File: src/rtl/core/stt_pkg.sv
// Shared types, codes and character helpers of the SQL text tokenizer.
// No dependencies; used by the top level and by its checker.
package stt_pkg;

    localparam int DEF_MAX_TOKEN_LEN = 32;
    localparam int DEF_BLOB_LEN_BITS = 32;

    typedef struct packed {
        logic [7:0] text_byte;
        logic       end_of_text;
    } stt_in_t;

    typedef struct packed {
        logic [7:0] token_char;
        logic       char_valid;
        logic       token_last;
        logic [1:0] token_type;
        logic [1:0] fault;
        logic       run_last;
    } stt_out_t;

    localparam logic [1:0] TYPE_PLAIN = 2'd0;
    localparam logic [1:0] TYPE_NAME  = 2'd1;
    localparam logic [1:0] TYPE_TEXT  = 2'd2;
    localparam logic [1:0] TYPE_BLOB  = 2'd3;

    localparam logic [1:0] FAULT_NONE    = 2'd0;
    localparam logic [1:0] FAULT_BAD_LEN = 2'd1;
    localparam logic [1:0] FAULT_NO_HASH = 2'd2;
    localparam logic [1:0] FAULT_TRUNC   = 2'd3;

    localparam logic [1:0] QK_DOUBLE = 2'd0;
    localparam logic [1:0] QK_SINGLE = 2'd1;
    localparam logic [1:0] QK_TICK   = 2'd2;

    localparam logic [7:0] CH_HASH    = 8'h23;
    localparam logic [7:0] CH_DASH    = 8'h2D;
    localparam logic [7:0] CH_SLASH   = 8'h2F;
    localparam logic [7:0] CH_STAR    = 8'h2A;
    localparam logic [7:0] CH_BSL     = 8'h5C;
    localparam logic [7:0] CH_TICK    = 8'h60;
    localparam logic [7:0] CH_DQUOTE  = 8'h22;
    localparam logic [7:0] CH_SQUOTE  = 8'h27;
    localparam logic [7:0] CH_NL      = 8'h0A;
    localparam logic [7:0] CH_CR      = 8'h0D;
    localparam logic [7:0] CH_TAB     = 8'h09;
    localparam logic [7:0] CH_SPACE   = 8'h20;
    localparam logic [7:0] CH_ZERO    = 8'h30;
    localparam logic [7:0] CH_NINE    = 8'h39;
    localparam logic [7:0] CH_UPPER_A = 8'h41;
    localparam logic [7:0] CH_UPPER_Z = 8'h5A;

    function automatic logic is_space(input logic [7:0] b);
        return (b == CH_SPACE) || (b == CH_TAB) || (b == CH_NL) || (b == CH_CR);
    endfunction

    function automatic logic is_punct(input logic [7:0] b);
        return (b == 8'h3B) || (b == 8'h3D) || (b == 8'h2B) || (b == CH_STAR) ||
               (b == 8'h21) || (b == 8'h2C) || (b == 8'h28) || (b == 8'h29);
    endfunction

    function automatic logic [7:0] to_lower(input logic [7:0] b);
        return ((b >= CH_UPPER_A) && (b <= CH_UPPER_Z)) ? (b + 8'd32) : b;
    endfunction

    // An out-of-range quote kind behaves as a double quote.
    function automatic logic [7:0] quote_char(input logic [1:0] qk);
        logic [7:0] c;
        case (qk)
            QK_SINGLE: c = CH_SQUOTE;
            QK_TICK:   c = CH_TICK;
            default:   c = CH_DQUOTE;
        endcase
        return c;
    endfunction

    function automatic logic [1:0] quote_type(input logic [1:0] qk);
        logic [1:0] t;
        case (qk)
            QK_SINGLE: t = TYPE_PLAIN;
            QK_TICK:   t = TYPE_NAME;
            default:   t = TYPE_TEXT;
        endcase
        return t;
    endfunction

    function automatic stt_out_t make_item(input logic [7:0] ch, input logic valid,
                                           input logic last, input logic [1:0] ttype,
                                           input logic [1:0] flt);
        stt_out_t r;
        r.token_char = ch;
        r.char_valid = valid;
        r.token_last = last;
        r.token_type = ttype;
        r.fault      = flt;
        r.run_last   = 1'b0;
        return r;
    endfunction

endpackage

File: src/rtl/core/stt_ram.sv
// Generic single-port-write, single-port-read RAM with a registered read.
// No dependencies; holds the token characters of the tokenizer.
module stt_ram #(
    parameter int WIDTH = 8,
    parameter int DEPTH = 32,
    localparam int AW = (DEPTH > 1) ? $clog2(DEPTH) : 1
) (
    input  logic             clk,
    input  logic             wr_en,
    input  logic [AW-1:0]    wr_addr,
    input  logic [WIDTH-1:0] wr_data,
    input  logic             rd_en,
    input  logic [AW-1:0]    rd_addr,
    output logic [WIDTH-1:0] rd_data
);

    logic [WIDTH-1:0] mem [DEPTH];
    logic [WIDTH-1:0] rd_data_reg;

    always_ff @(posedge clk) begin
        if (wr_en) begin
            mem[wr_addr] <= wr_data;
        end
        if (rd_en) begin
            rd_data_reg <= mem[rd_addr];
        end
    end

    assign rd_data = rd_data_reg;

endmodule

File: src/rtl/core/sql_text_tokenizer_unit.sv
// Streaming SQL tokenizer: one query byte in, token characters out.
// Input s_* and result m_* channels are valid/ready; an item moves when both are high.
// Each input item carries a text byte and an end_of_text flag; end_of_text flushes
// the pending token and returns the lexer to plain mode. Each result item is one
// token character with last-of-token, token type and fault; run_last marks the last
// result caused by one input item.
// A byte that only extends a token or changes lexer mode passes through S_END and
// back to S_IDLE. Every emitted token character takes a token RAM read, then a load
// into the result path, and each blob length digit takes a read and a check; both walk
// the token RAM one entry at a time. Results pass through a one-entry holding stage
// and an output register before they leave the block.
// A stalled receiver holds the output register; the block keeps working until the
// holding stage is also full and then waits. s_ready is high only between items.
// Reset (synchronous, active low) empties both result stages, clears the token
// length, blob count and quote kind and puts the lexer into plain mode. The token
// RAM is not cleared: only entries below the current length are ever read.
// Depends on stt_pkg and stt_ram.
module sql_text_tokenizer_unit #(
    parameter int MAX_TOKEN_LEN = stt_pkg::DEF_MAX_TOKEN_LEN,
    parameter int BLOB_LEN_BITS = stt_pkg::DEF_BLOB_LEN_BITS
) (
    input  logic               aclk,
    input  logic               aresetn,
    input  logic               s_valid,
    output logic               s_ready,
    input  stt_pkg::stt_in_t   s_item,
    output logic               m_valid,
    input  logic               m_ready,
    output stt_pkg::stt_out_t  m_item
);
    import stt_pkg::*;

    localparam int LW = $clog2(MAX_TOKEN_LEN + 1);
    localparam int AW = (MAX_TOKEN_LEN > 1) ? $clog2(MAX_TOKEN_LEN) : 1;
    localparam int BW = BLOB_LEN_BITS;
    localparam int PW = BLOB_LEN_BITS + 4;

    // Lexer modes.
    localparam logic [3:0] M_PLAIN  = 4'd0;
    localparam logic [3:0] M_QUOTE  = 4'd1;
    localparam logic [3:0] M_QESC   = 4'd2;
    localparam logic [3:0] M_QCLOSE = 4'd3;
    localparam logic [3:0] M_DASH   = 4'd4;
    localparam logic [3:0] M_SLASH  = 4'd5;
    localparam logic [3:0] M_LINE   = 4'd6;
    localparam logic [3:0] M_BLOCK  = 4'd7;
    localparam logic [3:0] M_BSTAR  = 4'd8;
    localparam logic [3:0] M_BLOB   = 4'd9;
    localparam logic [3:0] M_BHASH  = 4'd10;

    // Sequencer states.
    localparam logic [3:0] S_IDLE  = 4'd0;
    localparam logic [3:0] S_LEX   = 4'd1;
    localparam logic [3:0] S_LEX2  = 4'd2;
    localparam logic [3:0] S_ERD   = 4'd3;
    localparam logic [3:0] S_EOUT  = 4'd4;
    localparam logic [3:0] S_PRD   = 4'd5;
    localparam logic [3:0] S_PCHK  = 4'd6;
    localparam logic [3:0] S_PFAIL = 4'd7;
    localparam logic [3:0] S_END   = 4'd8;
    localparam logic [3:0] S_ENDX  = 4'd9;

    logic [3:0]    state_reg, state_next;
    logic [3:0]    mode_reg, mode_next;
    logic [1:0]    qk_reg, qk_next;
    logic [LW-1:0] len_reg, len_next;
    logic          ovf_reg, ovf_next;
    logic [BW-1:0] rem_reg, rem_next;
    logic [7:0]    byte_reg, byte_next;
    logic          end_reg, end_next;
    logic [LW-1:0] idx_reg, idx_next;
    logic [BW-1:0] val_reg, val_next;
    logic [1:0]    em_type_reg, em_type_next;
    logic [1:0]    em_fault_reg, em_fault_next;
    logic [3:0]    cont_reg, cont_next;
    logic          pend_valid_reg, pend_valid_next;
    stt_out_t      pend_reg, pend_next;
    logic          out_valid_reg, out_valid_next;
    stt_out_t      out_reg, out_next;

    logic          s_accept;
    logic          out_free;
    logic          push_ok;
    logic          push_req;
    stt_out_t      push_item;
    logic          app_req;
    logic [7:0]    app_val;
    logic          clr_req;
    logic          em_req;
    logic [1:0]    em_type;
    logic [1:0]    em_fault;
    logic [3:0]    em_cont;
    logic          lex_req;
    logic          fin_req;
    logic          fin_go;
    logic [7:0]    lex_byte;
    logic [7:0]    in_byte;
    logic          emit_last;
    logic [PW-1:0] prod;
    logic          digit_ok;
    logic [BW-1:0] rem_dec;

    logic          ram_we;
    logic [AW-1:0] ram_wr_addr;
    logic [7:0]    ram_wr_data;
    logic          ram_rd_en;
    logic [AW-1:0] ram_rd_addr;
    logic [7:0]    ram_rd_data;

    stt_ram #(
        .WIDTH (8),
        .DEPTH (MAX_TOKEN_LEN)
    ) u_token_ram (
        .clk     (aclk),
        .wr_en   (ram_we),
        .wr_addr (ram_wr_addr),
        .wr_data (ram_wr_data),
        .rd_en   (ram_rd_en),
        .rd_addr (ram_rd_addr),
        .rd_data (ram_rd_data)
    );

    assign s_ready   = (state_reg == S_IDLE);
    assign s_accept  = s_valid && s_ready;
    assign out_free  = !out_valid_reg || m_ready;
    assign push_ok   = !pend_valid_reg || out_free;
    assign in_byte   = s_item.text_byte;
    assign lex_byte  = (state_reg == S_IDLE) ? in_byte : byte_reg;
    assign emit_last = (LW'(idx_reg + LW'(1)) == len_reg);
    assign rem_dec   = rem_reg - BW'(1);

    // Decimal accumulate: value * 10 + digit, with room to detect overflow.
    assign prod = (PW'(val_reg) << 3) + (PW'(val_reg) << 1) + PW'(ram_rd_data[3:0]);
    assign digit_ok = (ram_rd_data >= CH_ZERO) && (ram_rd_data <= CH_NINE) &&
                      (prod[PW-1:BW] == 4'd0);

    always_comb begin
        state_next    = state_reg;
        mode_next     = mode_reg;
        qk_next       = qk_reg;
        len_next      = len_reg;
        ovf_next      = ovf_reg;
        rem_next      = rem_reg;
        byte_next     = byte_reg;
        end_next      = end_reg;
        idx_next      = idx_reg;
        val_next      = val_reg;
        em_type_next  = em_type_reg;
        em_fault_next = em_fault_reg;
        cont_next     = cont_reg;

        push_req  = 1'b0;
        push_item = make_item(8'd0, 1'b0, 1'b0, TYPE_PLAIN, FAULT_NONE);
        app_req   = 1'b0;
        app_val   = 8'd0;
        clr_req   = 1'b0;
        em_req    = 1'b0;
        em_type   = TYPE_PLAIN;
        em_fault  = FAULT_NONE;
        em_cont   = S_END;
        lex_req   = 1'b0;
        fin_req   = 1'b0;

        ram_we      = 1'b0;
        ram_wr_addr = len_reg[AW-1:0];
        ram_wr_data = 8'd0;
        ram_rd_en   = 1'b0;
        ram_rd_addr = idx_reg[AW-1:0];

        unique case (state_reg)
            S_IDLE: begin
                if (s_accept) begin
                    byte_next  = in_byte;
                    end_next   = s_item.end_of_text;
                    state_next = S_END;
                    unique case (mode_reg)
                        M_QUOTE: begin
                            if (in_byte == CH_BSL) begin
                                mode_next = M_QESC;
                            end else if (in_byte == quote_char(qk_reg)) begin
                                mode_next = M_QCLOSE;
                            end else begin
                                app_req = 1'b1;
                                app_val = in_byte;
                            end
                        end
                        M_QESC: begin
                            app_req   = 1'b1;
                            app_val   = in_byte;
                            mode_next = M_QUOTE;
                        end
                        M_QCLOSE: begin
                            if (in_byte == quote_char(qk_reg)) begin
                                app_req   = 1'b1;
                                app_val   = in_byte;
                                mode_next = M_QUOTE;
                            end else begin
                                em_req  = 1'b1;
                                em_type = quote_type(qk_reg);
                                em_cont = S_LEX;
                            end
                        end
                        M_DASH: begin
                            if (in_byte == CH_DASH) begin
                                mode_next = M_LINE;
                            end else begin
                                push_req   = 1'b1;
                                push_item  = make_item(CH_DASH, 1'b1, 1'b1, TYPE_PLAIN,
                                                       FAULT_NONE);
                                state_next = S_LEX;
                            end
                        end
                        M_SLASH: begin
                            if (in_byte == CH_STAR) begin
                                mode_next = M_BLOCK;
                            end else begin
                                push_req   = 1'b1;
                                push_item  = make_item(CH_SLASH, 1'b1, 1'b1, TYPE_PLAIN,
                                                       FAULT_NONE);
                                state_next = S_LEX;
                            end
                        end
                        M_LINE: begin
                            if (in_byte == CH_NL) begin
                                mode_next = M_PLAIN;
                            end
                        end
                        M_BLOCK: begin
                            if (in_byte == CH_STAR) begin
                                mode_next = M_BSTAR;
                            end
                        end
                        M_BSTAR: begin
                            if (in_byte == CH_SLASH) begin
                                mode_next = M_PLAIN;
                            end else if (in_byte != CH_STAR) begin
                                mode_next = M_BLOCK;
                            end
                        end
                        M_BLOB: begin
                            app_req  = 1'b1;
                            app_val  = in_byte;
                            rem_next = rem_dec;
                            if (rem_dec == '0) begin
                                mode_next = M_BHASH;
                            end
                        end
                        M_BHASH: begin
                            em_req  = 1'b1;
                            em_type = TYPE_BLOB;
                            if (in_byte == CH_HASH) begin
                                mode_next = M_PLAIN;
                                em_cont   = S_END;
                            end else begin
                                em_fault = FAULT_NO_HASH;
                                em_cont  = S_LEX;
                            end
                        end
                        default: begin
                            lex_req = 1'b1;
                        end
                    endcase
                end
            end
            S_LEX: begin
                lex_req = 1'b1;
            end
            S_LEX2: begin
                if (push_ok) begin
                    push_req   = 1'b1;
                    push_item  = make_item(byte_reg, 1'b1, 1'b1, TYPE_PLAIN, FAULT_NONE);
                    state_next = S_END;
                end
            end
            S_ERD: begin
                if (len_reg == '0) begin
                    // An empty token still closes with one result.
                    if (push_ok) begin
                        push_req   = 1'b1;
                        push_item  = make_item(8'd0, 1'b0, 1'b1, em_type_reg, em_fault_reg);
                        clr_req    = 1'b1;
                        state_next = cont_reg;
                    end
                end else begin
                    ram_rd_en  = 1'b1;
                    state_next = S_EOUT;
                end
            end
            S_EOUT: begin
                if (push_ok) begin
                    push_req  = 1'b1;
                    push_item = make_item(ram_rd_data, 1'b1, emit_last, em_type_reg,
                                          em_fault_reg);
                    if (emit_last) begin
                        clr_req    = 1'b1;
                        state_next = cont_reg;
                    end else begin
                        idx_next   = LW'(idx_reg + LW'(1));
                        state_next = S_ERD;
                    end
                end
            end
            S_PRD: begin
                if ((len_reg == '0) || ovf_reg) begin
                    state_next = S_PFAIL;
                end else if (idx_reg == len_reg) begin
                    rem_next   = val_reg;
                    mode_next  = (val_reg != '0) ? M_BLOB : M_BHASH;
                    clr_req    = 1'b1;
                    state_next = S_END;
                end else begin
                    ram_rd_en  = 1'b1;
                    state_next = S_PCHK;
                end
            end
            S_PCHK: begin
                if (digit_ok) begin
                    val_next   = prod[BW-1:0];
                    idx_next   = LW'(idx_reg + LW'(1));
                    state_next = S_PRD;
                end else begin
                    state_next = S_PFAIL;
                end
            end
            S_PFAIL: begin
                if (push_ok) begin
                    push_req   = 1'b1;
                    push_item  = make_item(8'd0, 1'b0, 1'b0, TYPE_PLAIN, FAULT_BAD_LEN);
                    clr_req    = 1'b1;
                    mode_next  = M_PLAIN;
                    state_next = S_END;
                end
            end
            S_END: begin
                if (end_reg) begin
                    state_next = S_ENDX;
                    unique case (mode_reg)
                        M_QCLOSE: begin
                            em_req  = 1'b1;
                            em_type = quote_type(qk_reg);
                            em_cont = S_ENDX;
                        end
                        M_PLAIN, M_QUOTE, M_QESC: begin
                            if (len_reg != '0) begin
                                em_req  = 1'b1;
                                em_cont = S_ENDX;
                            end
                        end
                        M_DASH, M_SLASH: begin
                            if (push_ok) begin
                                push_req  = 1'b1;
                                push_item = make_item((mode_reg == M_DASH) ? CH_DASH :
                                                      CH_SLASH, 1'b1, 1'b1, TYPE_PLAIN,
                                                      FAULT_NONE);
                            end else begin
                                state_next = S_END;
                            end
                        end
                        M_BLOB, M_BHASH: begin
                            em_req   = 1'b1;
                            em_type  = TYPE_BLOB;
                            em_fault = FAULT_NO_HASH;
                            em_cont  = S_ENDX;
                        end
                        default: begin
                            state_next = S_ENDX;
                        end
                    endcase
                end else begin
                    fin_req = 1'b1;
                end
            end
            S_ENDX: begin
                mode_next = M_PLAIN;
                clr_req   = 1'b1;
                rem_next  = '0;
                fin_req   = 1'b1;
            end
            default: begin
                state_next = S_IDLE;
            end
        endcase

        // Plain-text lexing of one byte; waits while a result cannot be taken.
        if (lex_req && push_ok) begin
            mode_next  = M_PLAIN;
            state_next = S_END;
            if (lex_byte == CH_DQUOTE) begin
                qk_next   = QK_DOUBLE;
                mode_next = M_QUOTE;
            end else if (lex_byte == CH_SQUOTE) begin
                qk_next   = QK_SINGLE;
                mode_next = M_QUOTE;
            end else if (lex_byte == CH_TICK) begin
                qk_next   = QK_TICK;
                mode_next = M_QUOTE;
            end else if (is_space(lex_byte) || (lex_byte == CH_DASH) ||
                         (lex_byte == CH_SLASH)) begin
                if (lex_byte == CH_DASH) begin
                    mode_next = M_DASH;
                end else if (lex_byte == CH_SLASH) begin
                    mode_next = M_SLASH;
                end
                if (len_reg != '0) begin
                    em_req = 1'b1;
                end else begin
                    clr_req = 1'b1;
                end
            end else if (is_punct(lex_byte)) begin
                if (len_reg != '0) begin
                    em_req  = 1'b1;
                    em_cont = S_LEX2;
                end else begin
                    push_req  = 1'b1;
                    push_item = make_item(lex_byte, 1'b1, 1'b1, TYPE_PLAIN, FAULT_NONE);
                end
            end else if (lex_byte == CH_HASH) begin
                idx_next   = '0;
                val_next   = '0;
                state_next = S_PRD;
            end else begin
                app_req = 1'b1;
                app_val = to_lower(lex_byte);
            end
        end

        if (app_req) begin
            if (len_reg < LW'(MAX_TOKEN_LEN)) begin
                ram_we      = 1'b1;
                ram_wr_data = app_val;
                len_next    = LW'(len_reg + LW'(1));
            end else begin
                ovf_next = 1'b1;
            end
        end

        if (clr_req) begin
            len_next = '0;
            ovf_next = 1'b0;
        end

        if (em_req) begin
            em_type_next  = em_type;
            em_fault_next = ((em_fault == FAULT_NONE) && ovf_reg) ? FAULT_TRUNC : em_fault;
            idx_next      = '0;
            cont_next     = em_cont;
            state_next    = S_ERD;
        end

        fin_go = fin_req && push_ok;
        if (fin_go) begin
            state_next = S_IDLE;
        end
    end

    // Result path: the holding stage keeps the newest result until it is known
    // whether another result of the same item follows.
    always_comb begin
        out_valid_next  = out_valid_reg && !m_ready;
        out_next        = out_reg;
        pend_valid_next = pend_valid_reg;
        pend_next       = pend_reg;
        if (push_req) begin
            if (pend_valid_reg) begin
                out_next       = pend_reg;
                out_valid_next = 1'b1;
            end
            pend_next       = push_item;
            pend_valid_next = 1'b1;
        end
        if (fin_go && pend_valid_reg) begin
            out_next          = pend_reg;
            out_next.run_last = 1'b1;
            out_valid_next    = 1'b1;
            pend_valid_next   = 1'b0;
        end
    end

    always_ff @(posedge aclk) begin
        if (!aresetn) begin
            state_reg      <= S_IDLE;
            mode_reg       <= M_PLAIN;
            qk_reg         <= QK_DOUBLE;
            len_reg        <= '0;
            ovf_reg        <= 1'b0;
            rem_reg        <= '0;
            pend_valid_reg <= 1'b0;
            out_valid_reg  <= 1'b0;
        end else begin
            state_reg      <= state_next;
            mode_reg       <= mode_next;
            qk_reg         <= qk_next;
            len_reg        <= len_next;
            ovf_reg        <= ovf_next;
            rem_reg        <= rem_next;
            pend_valid_reg <= pend_valid_next;
            out_valid_reg  <= out_valid_next;
        end
    end

    always_ff @(posedge aclk) begin
        byte_reg     <= byte_next;
        end_reg      <= end_next;
        idx_reg      <= idx_next;
        val_reg      <= val_next;
        em_type_reg  <= em_type_next;
        em_fault_reg <= em_fault_next;
        cont_reg     <= cont_next;
        pend_reg     <= pend_next;
        out_reg      <= out_next;
    end

    assign m_valid = out_valid_reg;
    assign m_item  = out_reg;

endmodule

File: config.mk
export PLATFORM = sky130hd
export DESIGN_NAME = sql_text_tokenizer_unit
export DESIGN_NICKNAME = d
export VERILOG_FILES = /design/src/rtl/core/stt_pkg.sv /design/src/rtl/core/stt_ram.sv /design/src/rtl/core/sql_text_tokenizer_unit.sv
export SDC_FILE = /design/constraint.sdc
export NUM_CORES = 1
export LEC_CHECK = 0
export ABC_CLOCK_PERIOD_IN_PS = 6100
export BUFFER_PORTS_ARGS = -buffer_cell sky130_fd_sc_hd__buf_2
export CORE_AREA = 5 5 233 167
export CTS_BUF_LIST = sky130_fd_sc_hd__clkbuf_4 sky130_fd_sc_hd__clkbuf_8
export DETAILED_ROUTE_END_ITERATION = 8
export DIE_AREA = 0 0 238 172
export GPL_ROUTABILITY_DRIVEN = 0
export PLACE_DENSITY = 0.84
export SETUP_SLACK_MARGIN = 0.1
export SLEW_MARGIN = 20
export SYNTH_ARGS = -nofsm -noshare
export SYNTH_HDL_FRONTEND = slang
export SYNTH_SLANG_ARGS = --single-unit
File: constraint.sdc
create_clock -name aclk -period 6.1 [get_ports aclk]
set_clock_uncertainty 0.2 [all_clocks]
set_input_delay 1.22 -clock aclk [delete_from_list [all_inputs] [get_ports aclk]]
set_output_delay 1.22 -clock aclk [all_outputs]
set_load 0.03 [all_outputs]
==> metrics.txt <==
clk sink count=between 300 and 400; Setup Viol. Count Final=0; multi-input logic area=approximately 9300 sq um; Crit path top cell by count=fa_1; Via-to-Cell Ratio=roughly 7; # rows=59; initial antenna violation count=2; gr busiest metal=met1; Achievable Freq=0.195 GHz; Net Count, Synth=1833; commonest cells after routing, fill and taps aside=308 x edfxtp_1, 187 x nor2_1, 101 x nand2_1, 93 x o21ai_0, 88 x dfxtp_1; largest net degree at the start of global routing=58; Max-Slew Margin vs Limit=0.259; die area=approximately 40000 sq um; most common cell after layout, fill and taps aside=edfxtp_1; DRC Markers=0; Slew Limit Fails=0; r2r worst-path depth=13; worst setup path class=reg -> reg; Yosys reg bits=around 400; first-pass GRT wire length=86.7 mm; flip-flop and latch area=between 10000 and 15000 sq um; main flop type after synthesis=edfxtp_1; synthesized area per cell=12.0 sq um; post-route ant nets=0; total negative setup slack=0 ps; min-delay src=rem_reg[9]; outcome=complete, no violations; Via Count=~16000; cells after synthesis=1745; post_cts resized=0; core area=approximately 37000 sq um; drt pass-1 iters=7; fin crit period=a little over 5000 ps; Worst R2R Start=val_reg[0]; Critical-path top delay cell=o41ai_2; Buf+Inv Stages, Crit Path=2; CP top delay family=compound AO/OA/AOI/OAI gates; H-tree Lvls=2; fraction of layout cells with a size suffix above 1=0.163; HP Class=reg -> reg; Area Overhead vs Synth=8.89%; CP cell instances=inv_1, fa_1, fa_1, nor2b_1, o31a_1, o21ai_0, o41ai_2, nand4b_1, a211oi_1, o2111a_2, buf_4, mux2i_1, nor2_1; YS warnings=0; diode count=0; Mapped Area=20900 sq um; Port Buffers=29; critical path depth in cells=13; ys async rst share=0; Critical Path End Type=register; met3 global-route usage=0.0985; Largest register FFs=~260; Final Hold Vio Count=0; Seq/Total Area, Yosys=0.530; final WL=56.3 mm; Root Buffer=clkbuf_8; Critical Path Fanout Max=33; gr ovfl total=0; crit start category=register; # fillers=around 2600; 1st-iter DRT viols=~2800; # nets final=1849; Starting Density=0.571; CTS tree=done; WHS Endpoint=rem_reg[9]; mean routed wirelength per cell=roughly 25 um; Reg2Reg Setup Slack=980 ps; part of the cycle the worst path needs=0.839; max incr delay on CP=approximately 800 ps; GRT Resource Usage Total=0.271; EDFF count, synth=a little over 300; WP data required=6410 ps; max_cap viols=0; Distinct cells, synth=between 90 and 100; met1 Track Usage GR=0.418; Die Span Y=172 um; Die Wd=238 um; clock transition at the registers of the reported paths=60 ps; Detailed Place HPWL=38.9 mm; Worst-Skew Late Latency=670 ps; GR Layer Usage met2=0.372; unrepaired setup endpoints after global routing=false; Max Root-Sink Buffers=3; Slew @ Worst Pin=approximately 1100 ps; CTS Hold Bufs=0; vias in the first global route=about 15000; WP data arrival=5430 ps; FF-to-FF End=val_reg[25]; CTS buffer count=slightly below 60; Top Ports=30; hold path depth=2; Post-CTS Setup Inserts=0
## worst min-delay path: stages (launching register included)
cell and delay (ps):
dfxtp_1 320, nor2_1 100, nor3b_1 50
## layout make-up
| cell class | count | area share |
|---|---|---|
| clock buffers | 84 | 0.0451 |
| repair buffers | 53 | 0.0143 |
| inverters | 40 | 0.00666 |
| well taps | 488 | 0.0269 |
| flip-flops and latches | 398 | 0.487 |
| clock inverters | 25 | 0.00980 |
| multi-input cells | 1210 | 0.411 |
## how the worst max path moves through the flow
stage | slack, ps | end | from
floorplan | 810 | u_token_ram.mem[0][5] | s_item[7]
global placement | 1280 | u_token_ram.mem[1][2] | s_item[6]
detailed placement | 1020 | u_token_ram.mem[1][6] | s_item[6]
CTS | 1100 | val_reg[25] | val_reg[0]
global route | 830 | val_reg[25] | val_reg[0]
finish | 980 | val_reg[25] | val_reg[0]
## metal layers
metal	routed length, um	vias up
li1	-	6749
met1	23300	7543
met2	22600	1283
met3	9160	140
met4	1170	4
met5	22	-
## cells by family after synthesis
| logic type | count (synthesis) | share of synthesized area |
|---|---|---|
| buffers and inverters | 137 | 0.0272 |
| AO/OA/AOI/OAI | 381 | 0.123 |
| AND/OR/NAND/NOR | 570 | 0.140 |
| adder cells (fa/ha/maj) | 75 | 0.0457 |
| flip-flops | 398 | 0.530 |
| XOR/XNOR | 58 | 0.0243 |
| multiplexers | 126 | 0.111 |
## synth_stat cells (all sizes together) (6+ instances only)
library cell | number | share of area
nor2 | 189 | 0.034
or3 | 14 | 0.0049
clkbuf | 77 | 0.014
and2 | 43 | 0.013
a31oi | 10 | 0.0030
a221oi | 13 | 0.0055
and3 | 16 | 0.0048
nor4b | 8 | 0.0037
mux4 | 80 | 0.086
a21boi | 8 | 0.0029
a22oi | 13 | 0.0047
o211ai | 24 | 0.0089
mux2 | 8 | 0.0043
or4 | 6 | 0.0027
nand2 | 106 | 0.020
edfxtp | 308 | 0.44
o21a | 15 | 0.0054
ha | 73 | 0.044
nand4 | 12 | 0.0036
nor4 | 27 | 0.0081
xor2 | 27 | 0.011
o21ai | 96 | 0.023
a21oi | 91 | 0.023
a2111oi | 7 | 0.0038
mux2i | 38 | 0.020
inv | 39 | 0.0070
nand3 | 23 | 0.0055
nor3 | 47 | 0.012
o31ai | 6 | 0.0022
xnor2 | 31 | 0.013
buf | 20 | 0.0061
nor2b | 25 | 0.0075
or2 | 8 | 0.0024
a211oi | 15 | 0.0054
nor3b | 13 | 0.0049
dfxtp | 90 | 0.086
nand2b | 14 | 0.0042
a21o | 14 | 0.0050
o211a | 7 | 0.0034
## metrics by stage
step / utilization / instance area [sq um] / std cells / worst slack, ps / hold WS, ps
after floorplan: - / 20900 / 1745 / 809 / 272
after CTS: 0.622 / 22700 / 2298 / 1100 / 330
after detailed placement: 0.588 / 21500 / 2189 / 1020 / 307
final: 0.622 / 22700 / 2298 / 984 / 329
after global routing: 0.622 / 22700 / 2298 / 832 / 346
after global placement: 0.588 / 21500 / 2189 / 1280 / 290
Power is not shown: default switching activity piles up to over one toggle a cycle in this logic, so the estimate is an artifact.
